--- src/hw/rtl/fall_detect_monitor_macros.svh ---
`ifndef FALL_DETECT_MONITOR_MACROS_SVH
`define FALL_DETECT_MONITOR_MACROS_SVH

// Assumes clk and rst_n are in scope.
`define FDM_ASSERT_HOLDS(lbl, cond, msg) \
    lbl: assert property (@(posedge clk) disable iff (!rst_n) (cond)) else $error(msg);

`define FDM_ASSERT_IMPLIES(lbl, ante, cons, msg) \
    lbl: assert property (@(posedge clk) disable iff (!rst_n) (ante) |-> (cons)) \
        else $error(msg);

`define FDM_ASSERT_NEXT(lbl, ante, cons, msg) \
    lbl: assert property (@(posedge clk) disable iff (!rst_n) (ante) |=> (cons)) \
        else $error(msg);

`endif

--- src/hw/rtl/fdm_pkg.sv ---
package fdm_pkg;

    localparam int SAMPLE_BITS_DEF = 16;
    localparam int QUEUE_DEPTH_DEF = 4;

    localparam int THR_W    = 16;
    localparam int TIME_W   = 32;
    localparam int MS_W     = 24;
    localparam int CFG_W    = 24;
    localparam int CFG_IDX_W = 3;
    localparam int EVENT_W  = 3;

    localparam logic [CFG_IDX_W-1:0] CFG_ACCEL_THR  = 3'd0;
    localparam logic [CFG_IDX_W-1:0] CFG_GYRO_THR   = 3'd1;
    localparam logic [CFG_IDX_W-1:0] CFG_RECOV_THR  = 3'd2;
    localparam logic [CFG_IDX_W-1:0] CFG_FALL_TIME  = 3'd3;
    localparam logic [CFG_IDX_W-1:0] CFG_URGENT_TIME = 3'd4;

    localparam logic [THR_W-1:0] ACCEL_THR_RST   = 16'd40000;
    localparam logic [THR_W-1:0] GYRO_THR_RST    = 16'd20000;
    localparam logic [THR_W-1:0] RECOV_THR_RST   = 16'd18000;
    localparam logic [MS_W-1:0]  FALL_TIME_RST   = 24'd2000;
    localparam logic [MS_W-1:0]  URGENT_TIME_RST = 24'd10000;

    typedef enum logic [EVENT_W-1:0] {
        EV_NONE       = 3'd0,
        EV_FALL_START = 3'd1,
        EV_URGENT     = 3'd2,
        EV_RECOVERED  = 3'd3,
        EV_MILD_FALL  = 3'd4,
        EV_CLEARED    = 3'd5
    } event_t;

    typedef struct packed {
        logic [THR_W-1:0] accel_thr;
        logic [THR_W-1:0] gyro_thr;
        logic [THR_W-1:0] recov_thr;
        logic [MS_W-1:0]  fall_time;
        logic [MS_W-1:0]  urgent_time;
    } cfg_t;

    // classified sample handed from front to back
    typedef struct packed {
        logic              start_hit;
        logic              recovered;
        logic [TIME_W-1:0] time_ms;
    } item_t;

endpackage

--- src/hw/rtl/fdm_ifs.sv ---
interface fdm_sample_if
    import fdm_pkg::*;
#(
    parameter int SAMPLE_BITS = SAMPLE_BITS_DEF
) ();
    logic                          valid;
    logic                          ready;
    logic signed [SAMPLE_BITS-1:0] accel_x;
    logic signed [SAMPLE_BITS-1:0] accel_y;
    logic signed [SAMPLE_BITS-1:0] accel_z;
    logic signed [SAMPLE_BITS-1:0] gyro_x;
    logic signed [SAMPLE_BITS-1:0] gyro_y;
    logic signed [SAMPLE_BITS-1:0] gyro_z;
    logic [TIME_W-1:0]             time_ms;

    modport source (
        output valid, accel_x, accel_y, accel_z, gyro_x, gyro_y, gyro_z, time_ms,
        input  ready
    );
    modport sink (
        input  valid, accel_x, accel_y, accel_z, gyro_x, gyro_y, gyro_z, time_ms,
        output ready
    );
endinterface

interface fdm_result_if
    import fdm_pkg::*;
();
    logic               valid;
    logic               ready;
    logic               fall_pending;
    logic               urgent_active;
    logic [EVENT_W-1:0] event_res;

    modport source (
        output valid, fall_pending, urgent_active, event_res,
        input  ready
    );
    modport sink (
        input  valid, fall_pending, urgent_active, event_res,
        output ready
    );
endinterface

--- src/hw/rtl/fdm_front.sv ---
module fdm_front
    import fdm_pkg::*;
#(
    parameter int SAMPLE_BITS = SAMPLE_BITS_DEF
) (
    input  logic         clk,
    input  logic         rst_n,
    fdm_sample_if.sink   sample,
    input  cfg_t         cfg,
    output logic         push_valid,
    input  logic         push_ready,
    output item_t        push_item
);
    localparam int SQ_W  = 2 * SAMPLE_BITS;
    localparam int TSQ_W = 2 * THR_W;
    localparam int CMP_W = (SQ_W > TSQ_W) ? SQ_W : TSQ_W;

    logic [SAMPLE_BITS-1:0] raw [6];
    logic [SAMPLE_BITS-1:0] mag [6];
    logic [SQ_W-1:0]        sq  [6];

    logic [SQ_W-1:0]   s1_sq_reg [6];
    logic [TIME_W-1:0] s1_time_reg;
    logic              s1_valid_reg;
    item_t             s2_item_reg;
    logic              s2_valid_reg;

    logic [TSQ_W-1:0] ta2_reg;
    logic [TSQ_W-1:0] tg2_reg;
    logic [TSQ_W-1:0] tr2_reg;

    logic [SQ_W-1:0] a2;
    logic [SQ_W-1:0] g2;
    item_t           s2_item_next;
    logic            advance;

    assign raw[0] = sample.accel_x;
    assign raw[1] = sample.accel_y;
    assign raw[2] = sample.accel_z;
    assign raw[3] = sample.gyro_x;
    assign raw[4] = sample.gyro_y;
    assign raw[5] = sample.gyro_z;

    // one squarer per axis
    always_comb
    begin
        for (int i = 0; i < 6; i++)
        begin
            mag[i] = raw[i][SAMPLE_BITS-1] ? (~raw[i] + 1'b1) : raw[i];
            sq[i]  = SQ_W'(mag[i]) * SQ_W'(mag[i]);
        end
    end

    // squared thresholds, refreshed every cycle
    always_ff @(posedge clk)
    begin
        ta2_reg <= TSQ_W'(cfg.accel_thr) * TSQ_W'(cfg.accel_thr);
        tg2_reg <= TSQ_W'(cfg.gyro_thr) * TSQ_W'(cfg.gyro_thr);
        tr2_reg <= TSQ_W'(cfg.recov_thr) * TSQ_W'(cfg.recov_thr);
    end

    assign a2 = s1_sq_reg[0] + s1_sq_reg[1] + s1_sq_reg[2];
    assign g2 = s1_sq_reg[3] + s1_sq_reg[4] + s1_sq_reg[5];

    always_comb
    begin
        s2_item_next.start_hit = (CMP_W'(a2) >= CMP_W'(ta2_reg)) &&
                                 (CMP_W'(g2) >= CMP_W'(tg2_reg));
        s2_item_next.recovered = CMP_W'(a2) <= CMP_W'(tr2_reg);
        s2_item_next.time_ms   = s1_time_reg;
    end

    assign advance      = !s2_valid_reg || push_ready;
    assign sample.ready = advance;
    assign push_valid   = s2_valid_reg;
    assign push_item    = s2_item_reg;

    always_ff @(posedge clk or negedge rst_n)
    begin
        if (!rst_n)
        begin
            s1_valid_reg <= 1'b0;
            s2_valid_reg <= 1'b0;
        end
        else if (advance)
        begin
            s1_valid_reg <= sample.valid;
            s2_valid_reg <= s1_valid_reg;
        end
    end

    always_ff @(posedge clk)
    begin
        if (advance)
        begin
            for (int i = 0; i < 6; i++)
            begin
                s1_sq_reg[i] <= sq[i];
            end
            s1_time_reg <= sample.time_ms;
            s2_item_reg <= s2_item_next;
        end
    end

endmodule

--- src/hw/rtl/fdm_queue.sv ---
`include "fall_detect_monitor_macros.svh"

module fdm_queue
    import fdm_pkg::*;
#(
    parameter int DEPTH = QUEUE_DEPTH_DEF
) (
    input  logic  clk,
    input  logic  rst_n,
    input  logic  push_valid,
    output logic  push_ready,
    input  item_t push_item,
    output logic  pop_valid,
    input  logic  pop_ready,
    output item_t pop_item
);
    localparam int PTR_W = (DEPTH > 1) ? $clog2(DEPTH) : 1;
    localparam int CNT_W = $clog2(DEPTH + 1);

    item_t              entry_reg [DEPTH];
    logic [PTR_W-1:0]   wr_ptr_reg;
    logic [PTR_W-1:0]   rd_ptr_reg;
    logic [CNT_W-1:0]   count_reg;
    logic [CNT_W-1:0]   count_next;
    logic               push;
    logic               pop;

    assign push_ready = count_reg != CNT_W'(DEPTH);
    assign pop_valid  = count_reg != '0;
    assign push       = push_valid && push_ready;
    assign pop        = pop_valid && pop_ready;
    assign pop_item   = entry_reg[rd_ptr_reg];

    always_comb
    begin
        count_next = count_reg;
        if (push && !pop)
        begin
            count_next = count_reg + 1'b1;
        end
        else if (pop && !push)
        begin
            count_next = count_reg - 1'b1;
        end
    end

    always_ff @(posedge clk or negedge rst_n)
    begin
        if (!rst_n)
        begin
            wr_ptr_reg <= '0;
            rd_ptr_reg <= '0;
            count_reg  <= '0;
        end
        else
        begin
            count_reg <= count_next;
            if (push)
            begin
                wr_ptr_reg <= (wr_ptr_reg == PTR_W'(DEPTH - 1)) ? '0 : wr_ptr_reg + 1'b1;
            end
            if (pop)
            begin
                rd_ptr_reg <= (rd_ptr_reg == PTR_W'(DEPTH - 1)) ? '0 : rd_ptr_reg + 1'b1;
            end
        end
    end

    always_ff @(posedge clk)
    begin
        if (push)
        begin
            entry_reg[wr_ptr_reg] <= push_item;
        end
    end

    `FDM_ASSERT_HOLDS(a_count_bound, count_reg <= CNT_W'(DEPTH), "queue count above depth")
    `FDM_ASSERT_NEXT(a_count_push, push && !pop, count_reg == $past(count_reg) + 1'b1, "push lost")

endmodule

--- src/hw/rtl/fdm_back.sv ---
`include "fall_detect_monitor_macros.svh"

module fdm_back
    import fdm_pkg::*;
(
    input  logic          clk,
    input  logic          rst_n,
    input  cfg_t          cfg,
    input  logic          pop_valid,
    output logic          pop_ready,
    input  item_t         pop_item,
    fdm_result_if.source  result
);
    logic              fall_reg;
    logic              urgent_reg;
    logic [TIME_W-1:0] start_reg;
    logic              fall_next;
    logic              urgent_next;
    logic [TIME_W-1:0] start_next;
    event_t            event_next;

    logic              out_valid_reg;
    logic              out_fall_reg;
    logic              out_urgent_reg;
    event_t            out_event_reg;

    logic [TIME_W-1:0] elapsed;
    logic              ge_urgent;
    logic              ge_fall;
    logic              pop;

    assign pop_ready = !out_valid_reg || result.ready;
    assign pop       = pop_valid && pop_ready;

    // while urgent, elapsed time counts as past the urgent limit
    assign elapsed   = pop_item.time_ms - start_reg;
    assign ge_urgent = urgent_reg || (elapsed >= TIME_W'(cfg.urgent_time));
    assign ge_fall   = elapsed >= TIME_W'(cfg.fall_time);

    always_comb
    begin
        fall_next   = fall_reg;
        urgent_next = urgent_reg;
        start_next  = start_reg;
        event_next  = EV_NONE;
        priority if (!fall_reg && pop_item.start_hit)
        begin
            fall_next  = 1'b1;
            start_next = pop_item.time_ms;
            event_next = EV_FALL_START;
        end
        else if (fall_reg)
        begin
            if (pop_item.recovered)
            begin
                priority if (ge_urgent)
                begin
                    urgent_next = 1'b0;
                    event_next  = EV_RECOVERED;
                end
                else if (ge_fall)
                begin
                    event_next = EV_MILD_FALL;
                end
                else
                begin
                    event_next = EV_CLEARED;
                end
                fall_next  = 1'b0;
                start_next = '0;
            end
            else if (ge_urgent && !urgent_reg)
            begin
                urgent_next = 1'b1;
                event_next  = EV_URGENT;
            end
        end
        else
        begin
            event_next = EV_NONE;
        end
    end

    always_ff @(posedge clk or negedge rst_n)
    begin
        if (!rst_n)
        begin
            fall_reg      <= 1'b0;
            urgent_reg    <= 1'b0;
            start_reg     <= '0;
            out_valid_reg <= 1'b0;
        end
        else
        begin
            if (pop)
            begin
                fall_reg   <= fall_next;
                urgent_reg <= urgent_next;
                start_reg  <= start_next;
            end
            if (pop_ready)
            begin
                out_valid_reg <= pop_valid;
            end
        end
    end

    always_ff @(posedge clk)
    begin
        if (pop)
        begin
            out_fall_reg   <= fall_next;
            out_urgent_reg <= urgent_next;
            out_event_reg  <= event_next;
        end
    end

    assign result.valid         = out_valid_reg;
    assign result.fall_pending  = out_fall_reg;
    assign result.urgent_active = out_urgent_reg;
    assign result.event_res     = out_event_reg;

    `FDM_ASSERT_IMPLIES(a_urgent_in_fall, urgent_reg, fall_reg, "urgent without pending fall")
    `FDM_ASSERT_IMPLIES(a_urgent_event, out_valid_reg && (out_event_reg == EV_URGENT),
        out_urgent_reg && out_fall_reg, "urgent event without flags")
    `FDM_ASSERT_NEXT(a_fall_start, pop && !fall_reg && pop_item.start_hit,
        fall_reg && (start_reg == $past(pop_item.time_ms)), "fall start not recorded")

endmodule

--- src/hw/rtl/fall_detect_monitor.sv ---
// Fall detection monitor.
// sample channel (sink): one accelerometer/gyroscope sample per transaction with
//   its millisecond timestamp. result channel (source): one result per sample with
//   fall_pending, urgent_active and event_res (0 none, 1 fall start, 2 urgent,
//   3 recovered from urgent, 4 mild fall, 5 cleared silently).
// Config: cfg_we/cfg_index/cfg_data write thresholds and times; write only while
//   the block has no samples outstanding.
// Throughput: one sample per cycle while the result side keeps up. A sample's result
//   passes the squarer stage, the sum/compare stage, the queue and the output register.
// When the result side stalls, the output register holds and the queue fills;
//   sample.ready drops once the queue is full and the sum/compare stage holds a sample.
// Reset (rst_n, asynchronous): thresholds return to their defaults, no fall is
//   pending, all queued and in-flight samples are dropped.
module fall_detect_monitor
    import fdm_pkg::*;
#(
    parameter int SAMPLE_BITS = SAMPLE_BITS_DEF,
    parameter int QUEUE_DEPTH = QUEUE_DEPTH_DEF
) (
    input  logic                 clk,
    input  logic                 rst_n,
    fdm_sample_if.sink           sample,
    fdm_result_if.source         result,
    input  logic                 cfg_we,
    input  logic [CFG_IDX_W-1:0] cfg_index,
    input  logic [CFG_W-1:0]     cfg_data
);
    cfg_t  cfg_reg;
    logic  push_valid;
    logic  push_ready;
    item_t push_item;
    logic  pop_valid;
    logic  pop_ready;
    item_t pop_item;

    always_ff @(posedge clk or negedge rst_n)
    begin
        if (!rst_n)
        begin
            cfg_reg.accel_thr   <= ACCEL_THR_RST;
            cfg_reg.gyro_thr    <= GYRO_THR_RST;
            cfg_reg.recov_thr   <= RECOV_THR_RST;
            cfg_reg.fall_time   <= FALL_TIME_RST;
            cfg_reg.urgent_time <= URGENT_TIME_RST;
        end
        else if (cfg_we)
        begin
            unique case (cfg_index)
                CFG_ACCEL_THR:   cfg_reg.accel_thr   <= cfg_data[THR_W-1:0];
                CFG_GYRO_THR:    cfg_reg.gyro_thr    <= cfg_data[THR_W-1:0];
                CFG_RECOV_THR:   cfg_reg.recov_thr   <= cfg_data[THR_W-1:0];
                CFG_FALL_TIME:   cfg_reg.fall_time   <= cfg_data[MS_W-1:0];
                CFG_URGENT_TIME: cfg_reg.urgent_time <= cfg_data[MS_W-1:0];
                default:         cfg_reg             <= cfg_reg;
            endcase
        end
    end

    fdm_front #(
        .SAMPLE_BITS (SAMPLE_BITS)
    ) u_front (
        .clk        (clk),
        .rst_n      (rst_n),
        .sample     (sample),
        .cfg        (cfg_reg),
        .push_valid (push_valid),
        .push_ready (push_ready),
        .push_item  (push_item)
    );

    fdm_queue #(
        .DEPTH (QUEUE_DEPTH)
    ) u_queue (
        .clk        (clk),
        .rst_n      (rst_n),
        .push_valid (push_valid),
        .push_ready (push_ready),
        .push_item  (push_item),
        .pop_valid  (pop_valid),
        .pop_ready  (pop_ready),
        .pop_item   (pop_item)
    );

    fdm_back u_back (
        .clk       (clk),
        .rst_n     (rst_n),
        .cfg       (cfg_reg),
        .pop_valid (pop_valid),
        .pop_ready (pop_ready),
        .pop_item  (pop_item),
        .result    (result)
    );

endmodule
--- src/flat_wrapper.sv ---
// flat-port wrapper written by rule: the top's interface ports become plain ports
module fall_detect_monitor_flat import fdm_pkg::*;
#(
    parameter int SAMPLE_BITS = SAMPLE_BITS_DEF,
    parameter int QUEUE_DEPTH = QUEUE_DEPTH_DEF
)
  (clk, rst_n, cfg_we, cfg_index, cfg_data, sample_valid, sample_accel_x, sample_accel_y, sample_accel_z, sample_gyro_x, sample_gyro_y, sample_gyro_z, sample_time_ms, sample_ready, result_valid, result_fall_pending, result_urgent_active, result_event_res, result_ready);
  fdm_sample_if #(.SAMPLE_BITS(SAMPLE_BITS)) sample_i ();
  fdm_result_if result_i ();
  input  logic clk;
  input  logic rst_n;
  input  logic cfg_we;
  input  logic [CFG_IDX_W-1:0] cfg_index;
  input  logic [CFG_W-1:0] cfg_data;
  input wire logic [$bits(sample_i.valid)-1:0] sample_valid;
  input wire logic [$bits(sample_i.accel_x)-1:0] sample_accel_x;
  input wire logic [$bits(sample_i.accel_y)-1:0] sample_accel_y;
  input wire logic [$bits(sample_i.accel_z)-1:0] sample_accel_z;
  input wire logic [$bits(sample_i.gyro_x)-1:0] sample_gyro_x;
  input wire logic [$bits(sample_i.gyro_y)-1:0] sample_gyro_y;
  input wire logic [$bits(sample_i.gyro_z)-1:0] sample_gyro_z;
  input wire logic [$bits(sample_i.time_ms)-1:0] sample_time_ms;
  output wire logic [$bits(sample_i.ready)-1:0] sample_ready;
  output wire logic [$bits(result_i.valid)-1:0] result_valid;
  output wire logic [$bits(result_i.fall_pending)-1:0] result_fall_pending;
  output wire logic [$bits(result_i.urgent_active)-1:0] result_urgent_active;
  output wire logic [$bits(result_i.event_res)-1:0] result_event_res;
  input wire logic [$bits(result_i.ready)-1:0] result_ready;
  assign sample_i.valid = sample_valid;
  assign sample_i.accel_x = sample_accel_x;
  assign sample_i.accel_y = sample_accel_y;
  assign sample_i.accel_z = sample_accel_z;
  assign sample_i.gyro_x = sample_gyro_x;
  assign sample_i.gyro_y = sample_gyro_y;
  assign sample_i.gyro_z = sample_gyro_z;
  assign sample_i.time_ms = sample_time_ms;
  assign sample_ready = sample_i.ready;
  assign result_valid = result_i.valid;
  assign result_fall_pending = result_i.fall_pending;
  assign result_urgent_active = result_i.urgent_active;
  assign result_event_res = result_i.event_res;
  assign result_i.ready = result_ready;
  fall_detect_monitor #(.SAMPLE_BITS(SAMPLE_BITS), .QUEUE_DEPTH(QUEUE_DEPTH)) u_core (.clk(clk), .rst_n(rst_n), .sample(sample_i), .result(result_i), .cfg_we(cfg_we), .cfg_index(cfg_index), .cfg_data(cfg_data));
endmodule
--- config.mk ---
export PLATFORM = sky130hd
export DESIGN_NAME = fall_detect_monitor_flat
export DESIGN_NICKNAME = d
export VERILOG_FILES = /design/src/hw/rtl/fdm_pkg.sv /design/src/hw/rtl/fdm_ifs.sv /design/src/hw/rtl/fdm_front.sv /design/src/hw/rtl/fdm_queue.sv /design/src/hw/rtl/fdm_back.sv /design/src/hw/rtl/fall_detect_monitor.sv /design/src/flat_wrapper.sv
export VERILOG_INCLUDE_DIRS = /design/src /design/src/hw/rtl
export SDC_FILE = /design/constraint.sdc
export NUM_CORES = 2
export LEC_CHECK = 0
export BUFFER_PORTS_ARGS = -buffer_cell sky130_fd_sc_hd__buf_4
export CAP_MARGIN = 20
export CORE_MARGIN = 3
export CORE_UTILIZATION = 50
export DETAILED_ROUTE_END_ITERATION = 16
export GPL_TIMING_DRIVEN = 0
export PLACE_DENSITY_LB_ADDON = 0.1
export SETUP_SLACK_MARGIN = 0.02
export SLEW_MARGIN = 20
export SYNTH_ARGS = -nofsm -noshare
export SYNTH_HDL_FRONTEND = slang
export SYNTH_SLANG_ARGS = --single-unit
--- constraint.sdc ---
create_clock -name clk -period 12.1 [get_ports clk]
set_input_delay 1.815 -clock clk [delete_from_list [all_inputs] [get_ports clk]]
set_output_delay 1.815 -clock clk [all_outputs]
set_load 0.005 [all_outputs]
Yosys cells after proc, flatten, opt, wreduce, memory -nomap -nowiden

Memories as Yosys holds them, arrays and structs flattened.
Index checks and enable logic that the tools add are counted.
Widths: inputs -> output; s select.

Register bits after elaboration: 307
Bits in writable memories: 328
Input port bits: 160
Logic and storage cells: 128
Memories kept: 2

$add $sub $neg: 15
$mul: 9
Magnitude comparators: 5
Equal/unequal tests: 7
Mux-type cells: 30
Bitwise logic cells: 7
Reductions and logical operators: 28

Memories:

| name                     | depth | width | read ports | clocked after Yosys merged registers in | write ports | line            | text |
|---|---|---|---|---|---|---|---|
| u_core.u_front.s1_sq_reg | 6     | 32    | 6          | 0                                       | 6           | fdm_front.sv:22 | `logic [SQ_W-1:0] s1_sq_reg [6];` |
| u_core.u_queue.entry_reg | 4     | 34    | 1          | 0                                       | 1           | fdm_queue.sv:20 | `item_t entry_reg [DEPTH];` |

Operators by type and width:

| cell                  | number |
|---|---|
| $mul 16x16->32        | 9 |
| $add 32x32->32        | 4 |
| $add 16x1->16 const B | 6 |
| $mux 16               | 6 |
| $mux 32               | 3 |
| $not 16->16           | 6 |
| $ge 32x24->1          | 2 |
| $ge 32x32->1          | 2 |
| $le 32x32->1          | 1 |
| $sub 32x32->32        | 1 |
| $mux 1                | 14 |
| $mux 3                | 4 |
| $reduce_and 2->1      | 5 |
| $logic_and 1x1->1     | 7 |
| $eq 3x2->1 const B    | 2 |
| $logic_not 1->1       | 6 |
| $mux 2                | 3 |
| $reduce_bool 2->1     | 3 |
| $add 2x1->2 const B   | 2 |
| $eq 2x2->1 const B    | 2 |
| $add 3x1->3 const B   | 1 |
| $eq 3x1->1 const B    | 1 |
| $eq 3x3->1 const B    | 1 |
| $logic_not 3->1       | 1 |
| 7 further kinds       | 9 |

Longest topological paths before layout

An unclocked memory read counts as a cell.

Depth in word-level cells: 9
Depth in mapped cells: 35

Hierarchy

Synthesis repeated with hierarchy kept, for this count alone.

Cells, all modules: 9,404
Area total of the unflattened synthesis: 93,612.3 um^2

By module, submodules not included:

| module              | times used | cells an instance | area each (um^2) | sequential area each (um^2) |
|---|---|---|---|---|
| fdm_front           | 1          | 8,448             | 79,993.0         | 9,479.1 |
| fdm_queue           | 1          | 215               | 5,400.2          | 4,259.1 |
| fdm_back            | 1          | 534               | 4,511.8          | 1,026.0 |
| fall_detect_monitor | 1          | 207               | 3,707.3          | 2,434.8 |

Worst setup path before layout

Ideal clock, no wire load.

Path kind: input-to-reg
From: input port sample_accel_z[0]
To: memory u_core.u_front.s1_sq_reg[2][30] (netlist bit) (data pin)
Arrival: 9.570 ns
Required time: 11.842 ns
Slack: 2.272 ns
Cell stages on the path: 33
Path buffers: 2
Path through: clkinv_1 -> clkbuf_1 -> ha_1 -> nand2_1 -> or3_1 -> or2_1 -> o41ai_2 -> xor2_2 -> inv_1 -> clkbuf_1 -> nand2_1 -> inv_1 -> fa_1 -> inv_1 -> fa_1 -> inv_1 -> fa_1 -> fa_1 -> fa_1 -> inv_1 -> fa_1 -> inv_1 -> ha_1 -> o21ai_0 -> nand2b_1 -> and3_1 -> a221oi_1 -> nor3_1 -> o41ai_1 -> o211a_1 -> o21bai_1 -> a21oi_1 -> xnor2_1

RTL lines:

| item        | line               | text |
|---|---|---|
| from (decl) | flat_wrapper.sv:18 | `input wire logic [$bits(sample_i.accel_z)-1:0] sample_accel_z;` |
| to (decl)   | fdm_front.sv:22    |  |

==> impl_metrics.tcl <==
set metrics [dict create \
    cts_htree_levels 3 \
    postSynthAreaPerCell_um2 9.84 \
    layout_commonest_cell "inv_1" \
    fin_area_um2 100000 \
    pre_cts_ws_ns 0.103 \
    final_net_count 12600 \
    holdBufCountCts 0 \
    dr.pass1.iters 5 \
    grt_pass1_vias 68500 \
    maxSlewHeadroom 0.239 \
    n_antenna_cell 0 \
    pin_count 167 \
    whs_ns 0.401 \
    fin_crit_ns 11.28 \
    num_vias 64000 \
    rsz0062_at_grt "no" \
    dp_hpwl_um 192000 \
    final_cell_mix "2285 x inv_1, 1534 x fa_1, 1111 x ha_1, 767 x nand2_1, 610 x nor2_1" \
    die_w_um 437 \
    grt_pass1_wl_um 371000 \
    cp.arrival_ns 11.63 \
    dpl-instance-area_um2 97800 \
    gp_congestion 0.895 \
    synthCells 9434 \
    cts_resized 0 \
    routed_wirelength_um 226000 \
    drt_iter0_drc 3774 \
    tightestPinTransition_ns 1.13 \
    yosys-top-cells-area "fa_1 33%, ha_1 15%, edfxtp_1 13%" \
    maxSlewViolCount 0 \
    cp-start-kind "primary input" \
    fin_skew_ns 0.0401 \
    viasPerCell 5.21 \
    insertion_delay_ns 0.66 \
    die_h_um 437 \
    multi_input_area_um2 66700 \
    fin_crit_sh 0.932 \
    post_cts_buffers 0 \
    fill_cells 16800 \
    grt_overflow 0 \
    cap_violations 0 \
    setup_violations 0 \
    numCtsBuffers 75 \
    yosys.area.top_type "fa_1" \
    synthDistinctLibCells 97 \
    cts_tree "yes" \
    core_area_um2 184000 \
    grt_max_degree 95 \
    setup_slack_ns 0.819 \
    worstPathMaxFanout 10 \
    port_buffers 164 \
    antenna_found_initial 7 \
    endpoint_kind "flop" \
    clock_sinks 626 \
    synth_top_area_share 0.331 \
    slowest_stage "xor2_1" \
    final_hold_viol_count 0 \
    synth-edff-count 393 \
    async_flop_share 0.224 \
    synth_flop_cell "edfxtp_1" \
    root_buffer "clkbuf_16" \
    dieArea_um2 191000 \
    cts.path.max_buffers 3 \
    yosysWarnings 0 \
    track_usage 0.244 \
    num_rows 157 \
    area_growth_pct 8.21 \
    largest_register_ffs 186 \
    ff2ff_setup_slack_ns 4.07 \
    fmax_mhz 88.6 \
    drc 0 \
    start_util 0.505 \
    ys_ff_latch 626 \
    seqCellArea_um2 17200 \
    drive_above_1_share 0.0497 \
    status "complete, no violations" \
    synth_seq_area_share 0.185 \
    crit_type "in -> reg" \
    cp.required_ns 12.45 \
    wl_per_cell_um 18.4 \
    netlist_area_um2 92900 \
    ant_nets 0 \
    hold_class "reg -> reg" \
    cpPeakStageDelay_ns 0.74 \
    clk_pin_slew_worst_paths_ns 0.06 \
]
-- synth_stat cells, types with 13 or more instances --
library cell	instances
dfxtp_1	93
dfrtp_1	114
inv_1	2285
clkbuf_1	166
nand2_1	767
nand4_1	41
xnor2_1	306
nand3_1	67
or3_1	40
o31ai_1	25
clkinv_1	35
and3_1	37
and2_1	190
o21ai_0	228
o31a_1	13
o211ai_1	26
a211oi_1	32
xor2_1	151
o21bai_1	52
nor2b_1	62
a21oi_1	298
o21a_1	49
nor2_1	610
ha_1	1111
a21o_1	163
mux2_2	56
fa_1	1534
edfxtp_1	393
a22o_1	33
nor3_1	91
o41ai_1	14
dfstp_2	26
or2_2	20
mux4_2	34
nand2b_1	73
a31oi_1	16
-- area by class of cell --
type / instances / area share
buffer: 169 / 0.00640
clock buffer: 89 / 0.0198
clock inverter: 51 / 0.00672
inverter: 2324 / 0.0868
multi-input combinational: 6385 / 0.663
sequential: 626 / 0.171
tap: 2464 / 0.0307
timing repair buffer: 174 / 0.0150
-- critical path, delay by kind of cell --
family	cells	cell delay, ns
adder cells (fa/ha/maj)	7	3.34
buffers and inverters	9	1.68
AO/OA/AOI/OAI	9	2.61
XOR/XNOR	1	0.74
AND/OR/NAND/NOR	5	1.41
-- logic make-up after synthesis --
kind of cell	after synthesis	share of synthesized area
and+or+nand+nor	2051	0.100
muxes	93	0.0154
other	2	0.0000809
buffers and inverters	2493	0.101
xor gates and xnor gates	459	0.0435
AOI/OAI and AO/OA	1065	0.0744
adders and majority gates	2645	0.480
DFF	626	0.185
-- stage by stage --
stage	util	setup TNS, ns	cells
global route	0.546	0	12300
detailed placement	0.532	0	12100
finish	0.546	0	12300
floorplan	-	0	9504
global placement	0.530	-49.66	12100
CTS	0.546	0	12300
-- layer usage --
layer  part of all wire  vias to the layer above  track usage  wire length (µm)
li1                   -                    30100            -                 -
met1               0.46                    32300        0.350            104000
met2               0.48                     1321        0.405            108000
met3              0.045                      253       0.0261             10300
met4              0.017                        0       0.0408              3740
met5                  0                        -            0                 0
-- path summary, 6_finish.rpt --
kind                                    start                               to  cells after the start
setup / recovery             sample_gyro_x[0]  u_core.u_front.s1_sq_reg[3][28]                     31
hold / removal             u_core.cfg_reg[48]        u_core.u_front.tr2_reg[0]                      0
setup reg to reg           u_core.cfg_reg[73]       u_core.u_front.tg2_reg[30]                     27
hold reg to reg            u_core.cfg_reg[48]        u_core.u_front.tr2_reg[0]                      0
max in group asynchronous               rst_n     u_core.u_queue.rd_ptr_reg[0]                      2
min in group asynchronous               rst_n               u_core.cfg_reg[56]                      1
Power is not shown: default switching activity piles up to over one toggle a cycle in this logic, so the estimate is an artifact.
